$ cat src/rtl/core/crc_record_log_parser_top_macros.svh
// Assertion macros shared by the record log parser modules.
`ifndef CRC_RECORD_LOG_PARSER_TOP_MACROS_SVH
`define CRC_RECORD_LOG_PARSER_TOP_MACROS_SVH
// Implication checked on every clock edge outside reset.
`define CRLP_ASSERT_IMP(label, clk, rst_n, pre, post) \
	label: assert property (@(posedge clk) disable iff (!rst_n) (pre) |-> (post)) \
		else $error("assertion failed");
// Next-cycle implication checked outside reset.
`define CRLP_ASSERT_NEXT(label, clk, rst_n, pre, post) \
	label: assert property (@(posedge clk) disable iff (!rst_n) (pre) |=> (post)) \
		else $error("assertion failed");
`endif

$ cat src/rtl/core/crlp_pkg.sv
// Package with types, constants and the CRC function of the record log parser.
`timescale 1ns / 1ps
`default_nettype none
package crlp_pkg;
	localparam int HEADER_BYTES  = 32;
	localparam int FILEID_BYTES  = 8;
	localparam int OFFSET_BYTES  = 8;
	localparam int SIZE_BYTES    = 8;
	localparam int VERSION_BYTES = 8;
	localparam logic [31:0] CRC_POLY = 32'hEDB88320;
	localparam int QDEPTH = 4;
	localparam int QAW = $clog2(QDEPTH);

	typedef enum logic [2:0] {
		REG_PUT = 3'd0, REG_DELETE = 3'd1, REG_BEGIN = 3'd2,
		REG_END = 3'd3, REG_MAGIC = 3'd4, REG_VERSION = 3'd5
	} reg_idx_t;

	typedef enum logic [1:0] {
		KIND_NAME = 2'd0, KIND_REC = 2'd1, KIND_STOP = 2'd2
	} kind_t;

	typedef enum logic [2:0] {
		STOP_CLEAN = 3'd0, STOP_TRUNC = 3'd1, STOP_CRC = 3'd2, STOP_TYPE = 3'd3,
		STOP_SHORT = 3'd4, STOP_MAGIC = 3'd5, STOP_VERSION = 3'd6
	} stop_t;

	typedef struct packed {
		logic [7:0] in_byte;
		logic       is_final;
	} in_beat_t;

	typedef struct packed {
		logic [1:0]  kind;
		logic [1:0]  rec_kind;
		logic [7:0]  name_byte;
		logic [31:0] name_length;
		logic [63:0] file_ident;
		logic [63:0] obj_offset;
		logic [63:0] obj_size;
		logic [63:0] obj_version;
		logic [7:0]  write_mode;
		logic [47:0] start_pos;
		logic [47:0] end_pos;
		logic [2:0]  stop_reason;
	} out_beat_t;

	typedef struct packed {
		logic [7:0]  put_code;
		logic [7:0]  delete_code;
		logic [7:0]  begin_code;
		logic [7:0]  end_code;
		logic [31:0] magic_word;
		logic [31:0] version_word;
	} cfg_t;

	function automatic logic [31:0] crc_byte(input logic [31:0] c_in, input logic [7:0] b);
		logic [31:0] c;
		c = c_in ^ {24'd0, b};
		for (int i = 0; i < 8; i++) begin
			c = c[0] ? ((c >> 1) ^ CRC_POLY) : (c >> 1);
		end
		return c;
	endfunction
endpackage
`default_nettype wire

$ cat src/rtl/core/crlp_front.sv
// Front end: accepts input beats and the configuration writes, and queues input beats.
`timescale 1ns / 1ps
`default_nettype none
module crlp_front import crlp_pkg::*; (
	input  wire logic      clk,
	input  wire logic      arst_n,
	input  wire logic      in_valid,
	output logic           in_ready,
	input  wire in_beat_t  in_data,
	input  wire logic      cfg_we,
	input  wire logic [2:0]  cfg_index,
	input  wire logic [31:0] cfg_wdata,
	output cfg_t           cfg,
	output logic           q_valid,
	input  wire logic      q_ready,
	output in_beat_t       q_data
);
	`include "crc_record_log_parser_top_macros.svh"
	in_beat_t        mem_q [QDEPTH];
	logic [QAW:0]    wp_q, rp_q;
	logic [QAW:0]    cnt;
	logic            push, pop;

	assign cnt      = wp_q - rp_q;
	assign in_ready = (cnt != QDEPTH[QAW:0]);
	assign q_valid  = (cnt != '0);
	assign q_data   = mem_q[rp_q[QAW-1:0]];
	assign push     = in_valid && in_ready;
	assign pop      = q_valid && q_ready;

	always_ff @(posedge clk) begin
		if (push) begin
			mem_q[wp_q[QAW-1:0]] <= in_data;
		end
	end

	always_ff @(posedge clk or negedge arst_n) begin
		if (!arst_n) begin
			wp_q <= '0;
			rp_q <= '0;
			cfg  <= '{put_code: 8'd0, delete_code: 8'd1, begin_code: 8'd2,
				end_code: 8'd3, magic_word: 32'd0, version_word: 32'd1};
		end else begin
			if (push) wp_q <= wp_q + 1'b1;
			if (pop) rp_q <= rp_q + 1'b1;
			if (cfg_we) begin
				unique case (cfg_index)
					REG_PUT:     cfg.put_code     <= cfg_wdata[7:0];
					REG_DELETE:  cfg.delete_code  <= cfg_wdata[7:0];
					REG_BEGIN:   cfg.begin_code   <= cfg_wdata[7:0];
					REG_END:     cfg.end_code     <= cfg_wdata[7:0];
					REG_MAGIC:   cfg.magic_word   <= cfg_wdata;
					REG_VERSION: cfg.version_word <= cfg_wdata;
					default: ;
				endcase
			end
		end
	end

	`CRLP_ASSERT_IMP(a_no_overflow, clk, arst_n, push, cnt != QDEPTH[QAW:0])
	`CRLP_ASSERT_NEXT(a_cnt_up, clk, arst_n, push && !pop, cnt == $past(cnt) + 1'b1)
	`CRLP_ASSERT_NEXT(a_cnt_dn, clk, arst_n, pop && !push, cnt == $past(cnt) - 1'b1)
endmodule
`default_nettype wire

$ cat src/rtl/core/crlp_back.sv
// Back end: the byte-wise parser, CRC check and the two-entry result buffer.
`timescale 1ns / 1ps
`default_nettype none
module crlp_back import crlp_pkg::*; (
	input  wire logic      clk,
	input  wire logic      arst_n,
	input  wire cfg_t      cfg,
	input  wire logic      q_valid,
	output logic           q_ready,
	input  wire in_beat_t  q_data,
	output logic           out_valid,
	input  wire logic      out_ready,
	output out_beat_t      out_data
);
	`include "crc_record_log_parser_top_macros.svh"
	typedef enum logic [3:0] {
		PH_HDR, PH_TYPE, PH_NAME, PH_LEN, PH_FID, PH_OFF, PH_SIZE, PH_VER,
		PH_MODE, PH_CRC, PH_ABSORB
	} phase_t;

	phase_t      phase_q, ph_n;
	logic [47:0] pos_q, pos_n;
	logic [31:0] fcnt_q, fcnt_n;
	logic [63:0] fsh_q, fsh_n;
	logic [31:0] crc_q, crc_n;
	logic [47:0] rstart_q, rstart_n, vlen_q, vlen_n;
	logic [31:0] h_len_q, h_len_n;
	logic [63:0] h_fid_q, h_fid_n, h_off_q, h_off_n, h_size_q, h_size_n, h_ver_q, h_ver_n;
	logic [7:0]  h_mode_q, h_mode_n;
	logic [31:0] h_magic_q, h_magic_n, h_vers_q, h_vers_n;
	logic [2:0]  fail_q, fail_n;
	logic [1:0]  ck_q, ck_n;

	out_beat_t   buf_q [2];
	logic [1:0]  bcnt_q;
	logic        rp_q;
	out_beat_t   r0, r1;
	logic [1:0]  nres;
	logic        step, pop;
	logic [7:0]  b;
	logic [31:0] crc_b;
	logic [31:0] width;
	logic [31:0] fc1;
	phase_t      after_nm;
	logic        keep;

	assign b        = q_data.in_byte;
	assign crc_b    = crc_byte(crc_q, b);
	assign pop      = out_valid && out_ready;
	// A beat is taken only if both possible results fit in the buffer.
	assign q_ready  = (bcnt_q == 2'd0) || ((bcnt_q == 2'd1) && pop);
	assign step     = q_valid && q_ready;
	assign out_valid = (bcnt_q != 2'd0);
	assign out_data = buf_q[rp_q];
	assign fc1      = fcnt_q + 32'd1;

	always_comb begin
		unique case (ck_q)
			2'd0:    after_nm = PH_FID;
			2'd1:    after_nm = PH_VER;
			default: after_nm = PH_CRC;
		endcase
		unique case (phase_q)
			PH_FID:  width = FILEID_BYTES;
			PH_OFF:  width = OFFSET_BYTES;
			PH_SIZE: width = SIZE_BYTES;
			PH_VER:  width = VERSION_BYTES;
			PH_MODE: width = 32'd1;
			default: width = 32'd4;
		endcase
	end

	always_comb begin
		logic [2:0] reason;
		logic [63:0] fsh_new;
		ph_n = phase_q; pos_n = pos_q + 48'd1; fcnt_n = fcnt_q; fsh_n = fsh_q;
		crc_n = crc_q; rstart_n = rstart_q; vlen_n = vlen_q;
		h_len_n = h_len_q; h_fid_n = h_fid_q; h_off_n = h_off_q; h_size_n = h_size_q;
		h_ver_n = h_ver_q; h_mode_n = h_mode_q; h_magic_n = h_magic_q; h_vers_n = h_vers_q;
		fail_n = fail_q; ck_n = ck_q; keep = 1'b0;
		r0 = '0; r1 = '0; nres = 2'd0; reason = STOP_CLEAN;
		fsh_new = fsh_q | ({56'd0, b} << {fcnt_q[2:0], 3'b000});
		unique case (phase_q)
			PH_HDR: begin
				if (pos_q < 48'd4)
					h_magic_n = h_magic_q | ({24'd0, b} << {pos_q[1:0], 3'b000});
				else if (pos_q < 48'd8)
					h_vers_n = h_vers_q | ({24'd0, b} << {pos_q[1:0], 3'b000});
				if (pos_q == 48'(HEADER_BYTES - 1)) begin
					if (h_magic_n != cfg.magic_word) begin
						fail_n = STOP_MAGIC; ph_n = PH_ABSORB;
					end else if (h_vers_n != cfg.version_word) begin
						fail_n = STOP_VERSION; ph_n = PH_ABSORB;
					end else ph_n = PH_TYPE;
					h_magic_n = '0; h_vers_n = '0;
				end
			end
			PH_TYPE: begin
				keep = 1'b1;
				if (b == cfg.put_code) ck_n = 2'd0;
				else if (b == cfg.delete_code) ck_n = 2'd1;
				else if (b == cfg.begin_code) ck_n = 2'd2;
				else if (b == cfg.end_code) ck_n = 2'd3;
				else keep = 1'b0;
				if (!keep) begin
					fail_n = STOP_TYPE; ph_n = PH_ABSORB;
				end else begin
					rstart_n = pos_q;
					crc_n = crc_byte(32'd0, b);
					h_len_n = '0; h_fid_n = '0; h_off_n = '0; h_size_n = '0;
					h_ver_n = '0; h_mode_n = '0;
					fcnt_n = '0; fsh_n = '0; ph_n = PH_LEN;
				end
			end
			PH_NAME: begin
				crc_n = crc_b;
				r0.kind = KIND_NAME; r0.rec_kind = ck_q; r0.name_byte = b;
				r0.name_length = h_len_q; r0.start_pos = rstart_q;
				nres = 2'd1;
				fcnt_n = fcnt_q - 32'd1;
				if (fcnt_q == 32'd1) ph_n = after_nm;
			end
			PH_LEN, PH_FID, PH_OFF, PH_SIZE, PH_VER, PH_MODE: begin
				crc_n = crc_b;
				fsh_n = fsh_new;
				fcnt_n = fc1;
				if (fc1 >= width) begin
					fsh_n = '0; fcnt_n = '0;
					unique case (phase_q)
						PH_LEN: begin
							h_len_n = fsh_new[31:0];
							if (fsh_new[31:0] != 32'd0) begin
								ph_n = PH_NAME; fcnt_n = fsh_new[31:0];
							end else ph_n = after_nm;
						end
						PH_FID:  begin h_fid_n = fsh_new; ph_n = PH_OFF; end
						PH_OFF:  begin h_off_n = fsh_new; ph_n = PH_SIZE; end
						PH_SIZE: begin h_size_n = fsh_new; ph_n = PH_VER; end
						PH_VER:  begin
							h_ver_n = fsh_new;
							ph_n = (ck_q == 2'd0) ? PH_MODE : PH_CRC;
						end
						default: begin h_mode_n = fsh_new[7:0]; ph_n = PH_CRC; end
					endcase
				end
			end
			PH_CRC: begin
				fsh_n = fsh_q | ({56'd0, b} << {fcnt_q[1:0], 3'b000});
				fcnt_n = fc1;
				if (fc1 >= 32'd4) begin
					if (fsh_n[31:0] != crc_q) begin
						fail_n = STOP_CRC; ph_n = PH_ABSORB;
					end else begin
						r0.kind = KIND_REC; r0.rec_kind = ck_q;
						r0.name_length = h_len_q; r0.file_ident = h_fid_q;
						r0.obj_offset = h_off_q; r0.obj_size = h_size_q;
						r0.obj_version = h_ver_q; r0.write_mode = h_mode_q;
						r0.start_pos = rstart_q; r0.end_pos = pos_n;
						nres = 2'd1; vlen_n = pos_n; ph_n = PH_TYPE;
					end
					fsh_n = '0; fcnt_n = '0;
				end
			end
			default: ;
		endcase
		if (q_data.is_final) begin
			priority if (fail_n != STOP_CLEAN) reason = fail_n;
			else if (ph_n == PH_TYPE) reason = STOP_CLEAN;
			else if (ph_n == PH_HDR) reason = STOP_SHORT;
			else reason = STOP_TRUNC;
			r1 = '0; r1.kind = KIND_STOP; r1.stop_reason = reason;
			r1.end_pos = (reason >= STOP_SHORT) ? 48'd0 : vlen_n;
			if (nres == 2'd0) r0 = r1;
			nres = nres + 2'd1;
			ph_n = PH_HDR; pos_n = '0; fcnt_n = '0; fsh_n = '0; crc_n = '0;
			rstart_n = 48'(HEADER_BYTES); vlen_n = 48'(HEADER_BYTES);
			h_len_n = '0; h_fid_n = '0; h_off_n = '0; h_size_n = '0; h_ver_n = '0;
			h_mode_n = '0; h_magic_n = '0; h_vers_n = '0; fail_n = STOP_CLEAN; ck_n = '0;
		end
	end

	// Result buffer: two entries, written in order starting at the slot that is read next.
	always_ff @(posedge clk) begin
		if (step && nres != 2'd0) begin
			if (bcnt_q == 2'd1 && pop) begin
				buf_q[~rp_q] <= r0;
				buf_q[rp_q]  <= r1;
			end else begin
				buf_q[rp_q]  <= r0;
				buf_q[~rp_q] <= r1;
			end
		end
	end

	always_ff @(posedge clk or negedge arst_n) begin
		if (!arst_n) begin
			bcnt_q <= '0; rp_q <= 1'b0;
			phase_q <= PH_HDR; pos_q <= '0; fcnt_q <= '0; fsh_q <= '0; crc_q <= '0;
			rstart_q <= 48'(HEADER_BYTES); vlen_q <= 48'(HEADER_BYTES);
			h_len_q <= '0; h_fid_q <= '0; h_off_q <= '0; h_size_q <= '0; h_ver_q <= '0;
			h_mode_q <= '0; h_magic_q <= '0; h_vers_q <= '0; fail_q <= '0; ck_q <= '0;
		end else begin
			if (pop) rp_q <= ~rp_q;
			bcnt_q <= bcnt_q - {1'b0, pop} + (step ? nres : 2'd0);
			if (step) begin
				phase_q <= ph_n; pos_q <= pos_n; fcnt_q <= fcnt_n; fsh_q <= fsh_n;
				crc_q <= crc_n; rstart_q <= rstart_n; vlen_q <= vlen_n;
				h_len_q <= h_len_n; h_fid_q <= h_fid_n; h_off_q <= h_off_n;
				h_size_q <= h_size_n; h_ver_q <= h_ver_n; h_mode_q <= h_mode_n;
				h_magic_q <= h_magic_n; h_vers_q <= h_vers_n; fail_q <= fail_n;
				ck_q <= ck_n;
			end
		end
	end

	`CRLP_ASSERT_IMP(a_buf_bound, clk, arst_n, 1'b1, bcnt_q <= 2'd2)
	`CRLP_ASSERT_IMP(a_absorb_fail, clk, arst_n, phase_q == PH_ABSORB, fail_q != STOP_CLEAN)
	`CRLP_ASSERT_NEXT(a_final_resets, clk, arst_n, step && q_data.is_final,
		phase_q == PH_HDR && pos_q == 48'd0)
endmodule
`default_nettype wire

$ cat src/rtl/core/crc_record_log_parser_top.sv
// Top level of the CRC-checked log record parser.
//
// Channel  | Handshake                 | Payload
// input    | in_valid / in_ready       | in_data  (in_byte, is_final)
// output   | out_valid / out_ready     | out_data (one result beat)
// config   | cfg_we                    | cfg_index, cfg_wdata
//
// One input beat is parsed per cycle while the result buffer has room; a beat may follow in the next cycle.
// The front queue (four beats) decouples input from the parser, so that the
// input keeps being taken while the parser waits on the output side, until the queue is full.
// The parser takes a beat when its two-entry result buffer has room for the up to
// two results that beat can cause, so one result per cycle sets the sustained rate.
// Reset is asynchronous and active low; it returns parser state and registers.
`timescale 1ns / 1ps
`default_nettype none
module crc_record_log_parser_top import crlp_pkg::*; (
	input  wire logic        clk,
	input  wire logic        arst_n,
	input  wire logic        in_valid,
	output logic             in_ready,
	input  wire in_beat_t    in_data,
	output logic             out_valid,
	input  wire logic        out_ready,
	output out_beat_t        out_data,
	input  wire logic        cfg_we,
	input  wire logic [2:0]  cfg_index,
	input  wire logic [31:0] cfg_wdata
);
	cfg_t     cfg;
	logic     q_valid, q_ready;
	in_beat_t q_data;

	// The front end holds configuration registers and the input queue.
	crlp_front u_front (
		.clk, .arst_n, .in_valid, .in_ready, .in_data,
		.cfg_we, .cfg_index, .cfg_wdata, .cfg,
		.q_valid, .q_ready, .q_data
	);

	// The back end parses bytes and buffers results.
	crlp_back u_back (
		.clk, .arst_n, .cfg, .q_valid, .q_ready, .q_data,
		.out_valid, .out_ready, .out_data
	);
endmodule
`default_nettype wire
$ cat config.mk
export PLATFORM = sky130hd
export DESIGN_NAME = crc_record_log_parser_top
export DESIGN_NICKNAME = d
export VERILOG_FILES = /design/src/rtl/core/crlp_pkg.sv /design/src/rtl/core/crlp_front.sv /design/src/rtl/core/crlp_back.sv /design/src/rtl/core/crc_record_log_parser_top.sv
export VERILOG_INCLUDE_DIRS = /design/src /design/src/rtl/core
export SDC_FILE = /design/constraint.sdc
export NUM_CORES = 2
export LEC_CHECK = 0
export BUFFER_PORTS_ARGS = -buffer_cell sky130_fd_sc_hd__buf_2
export CORE_ASPECT_RATIO = 1.25
export CORE_MARGIN = 8
export CORE_UTILIZATION = 45
export DETAILED_ROUTE_END_ITERATION = 10
export GPL_TIMING_DRIVEN = 0
export PLACE_DENSITY = 0.73
export SKIP_LAST_GASP = 1
export SLEW_MARGIN = 20
export SYNTH_ARGS = -nofsm -noshare
export SYNTH_HDL_FRONTEND = slang
export SYNTH_SLANG_ARGS = --single-unit
$ cat constraint.sdc
create_clock -name clk -period 84.1 [get_ports clk]
set_clock_uncertainty 0.15 [all_clocks]
set_input_delay 12.615 -clock clk [delete_from_list [all_inputs] [get_ports clk]]
set_output_delay 12.615 -clock clk [all_outputs]
set_load 0.1 [all_outputs]
==> results.toml <==
[outcome]
status = "finished, final reports clean"

[clock_tree]
clock-root-buffer = "clkbuf_16"
cts.sinks = 1596
cts_made_buffers = 157
insertion_delay_ns = 0.83
cts_max_path_buffers = 3
ctsResizeCount = 0
clkTransAtPathRegs_ns = 0.06
cts_setup_buffers = 0
h-tree-depth = 4
ctsHoldBuffers = 0
cts_tree = "yes"

[critical_path]
critical-path-max-stage-delay_ns = 0.88
ff2ff_setup_slack_ns = 75.82
critPathArrivalTime_ns = 4.67
cp-end-kind = "output pin"
path_common_cell = "clkbuf_1"
crit_chain = "clkbuf_1 > clkbuf_1 > clkbuf_1 > clkbuf_1 > mux2_2 > buf_2"
r2r-end = "u_back.buf_q[0][50]"
worstPathMaxFanout = 10
cp-start-kind = "register"
crit_slowest_cell = "clkbuf_1"
worstPathRequired_ns = 71.33
criticalPathCategory = "register to output pin"
r2r-start = "u_back.fcnt_q[1]"
reg2regPathDepth = 19

[logic_synthesis]
synthAdderAreaFrac = 0.00321
ys_types = 88
synth.area.top_cells = "edfxtp_1 (34%), dfrtp_1 (25%), mux2_2 (12%)"
syn_area_um2 = 74100
synth_xor_area_frac = 0.0269
synthSimpleGateAreaFrac = 0.135
synthMuxAreaShare = 0.130
yosys.area.top_type = "edfxtp_1"
ys.flop_type = "edfxtp_1"
syn-num-nets = 6059
synth-async-reset-ratio = 0.467
yosysWarnings = 0
synth_cells = 5991
yosysTopAreaCellShare = 0.344
avgSynthCellArea_um2 = 12.4
synth-edff-count = 850
ys_seq_area_frac = 0.596
ys_ff_latch = 1596
synth_compound_area_frac = 0.0805
synth_top_family_by_area = "simple AND/OR/NAND/NOR gates"

[floorplan]
coreArea_um2 = 164000
num_rows = 166
die_area_um2 = 178000
die_y_um = 470
io_pins = 458
die_w_um = 379
start_util = 0.453

[drt]
wire_per_inst_um = 27.3
drt_wl_total_mm = 245
vias_per_cell = 5.87
ant_nets = 0
drt-initial-drc-count = 5570
dr.pass1.iters = 8
vias = 52700
drc = 0

[placed_design]
port_buffers = 455
place_area_um2 = 80500
dpl.cell_count = 8682
dp_hpwl_mm = 180
gp_congestion = 0.971

[sta]
finalCriticalPeriod_ns = 17.44
hold_violations = 0
hold_ws_ns = 0.332
drv_slew = 0
relSlewSlack = 0.152
fmax_mhz = 57.3
tns_ns = 0
setup_viol = 0
period_share = 0.207
rsz0062_at_grt = "false"
max_slew.worst_pin.slew_ns = 1.27

[grt]
grt_pass1_wl_mm = 353
grt_overflow = 0
grtUsageTotal = 0.267
grt_antenna_before_repair = 15
grt_max_degree = 96
grt_pass1_vias = 52000

[layout]
final_cells = 8985
stdcell_area_um2 = 85800
drive_gt1_frac = 0.253
area_growth_syn_to_layout_pct = 15.8
fin_nets = 6725

[hold_path]
hp-start = "u_back.fsh_q[56]"
min_path_cells = 2
holdPathEnd = "u_back.fsh_q[56]"
hold_path_class = "register to register"

[flow_run]
drv_cap = 0
[cells by family after synthesis]
kind of cell | after synthesis
DFF | 1596
muxes | 852
and+or+nand+nor | 1867
adders and majority gates | 19
buffers and inverters | 517
AOI/OAI and AO/OA | 912
xor gates and xnor gates | 228
[worst max path at each step]
stage                     start              endpoint  slack, ns  cells after the start
floorplan             out_ready    u_back.buf_q[0][0]      35.01                      5
global placement      out_ready  u_back.buf_q[0][216]      22.59                      6
detailed placement    out_ready      u_back.fsh_q[21]      67.17                     10
CTS                 u_back.rp_q         out_data[237]      66.57                      6
global route        u_back.rp_q         out_data[239]      66.52                      6
finish              u_back.rp_q         out_data[237]      66.66                      6
[layer usage]
metal	global-route usage	wire length, um	vias to the layer above
met5	0	46	-
met4	0.111	11100	6
met3	0.0585	21800	542
met2	0.430	115000	2583
met1	0.350	97100	26700
li1	-	-	23000
[cells in the mapped netlist, types with 15 or more instances]
master / number
o21ai_0: 216
nand2b_1: 97
o32ai_1: 46
buf_1: 23
inv_1: 117
nor3_1: 68
nor2_1: 332
a31oi_1: 46
nor2b_1: 46
nand2_1: 340
o2111ai_1: 15
clkbuf_1: 305
a21oi_1: 196
ha_1: 19
o31ai_1: 43
nor4_1: 44
buf_2: 66
or3_1: 15
xnor2_1: 155
nand3_1: 78
edfxtp_1: 850
a22o_1: 79
nand4_1: 45
mux2i_1: 30
dfrtp_1: 739
mux2_2: 813
and2_1: 704
and3_1: 29
xor2_1: 73
o22ai_1: 120
[cell usage in the layout, fill, tap and decap left out, types with 79 or more instances in the layout]
master / instances
edfxtp_1: 850
a21oi_1: 195
a22o_1: 79
xnor2_1: 155
nand2b_1: 97
mux2_2: 813
nor2_1: 323
buf_2: 525
o21ai_0: 216
inv_1: 117
and2_1: 704
clkbuf_1: 343
dfrtp_1: 739
o22ai_1: 120
clkbuf_16: 158
nand2_1: 340
[critical path: cells and delay by family (launching register included)]
family	cells	cell delay (ns)
buffers and inverters	5	3.13
muxes	1	0.36
DFF	1	0.32
[metrics by stage]
step / setup slack (ns) / util
floorplan: 35.01 / -
global placement: 22.59 / 0.483
detailed placement: 67.17 / 0.492
CTS: 66.57 / 0.524
global route: 66.52 / 0.524
finish: 66.66 / 0.524
[state kept, by name, indices dropped and copies added (netlist names), 3 cells and up]
name / flops
u_front.mem_q: 36
u_back.crc_q: 32
u_back.fail_q: 3
u_front.rp_q: 3
u_back.h_size_q: 64
u_back.h_magic_q: 32
u_back.h_vers_q: 32
u_back.h_mode_q: 8
u_front.cfg: 96
u_back.h_fid_q: 64
u_back.fsh_q: 64
u_back.fcnt_q: 32
u_back.phase_q: 4
u_back.h_off_q: 64
u_back.vlen_q: 48
u_back.rstart_q: 48
u_back.buf_q: 814
u_back.h_len_q: 32
u_back.pos_q: 48
u_back.h_ver_q: 64
u_front.wp_q: 3
[area by class of cell]
class,count,area [um2]
Antenna cell,8,20.0
Buffer,398,1630
Clock buffer,226,4380
Clock inverter,69,916
Fill cell,14000,77800
Inverter,119,447
Multi-Input combinational cell,3878,28000
Sequential cell,1596,44200
Tap cell,2184,2730
Timing Repair Buffer,507,3480
Power is not shown: default switching activity piles up to over one toggle a cycle in this logic, so the estimate is an artifact.
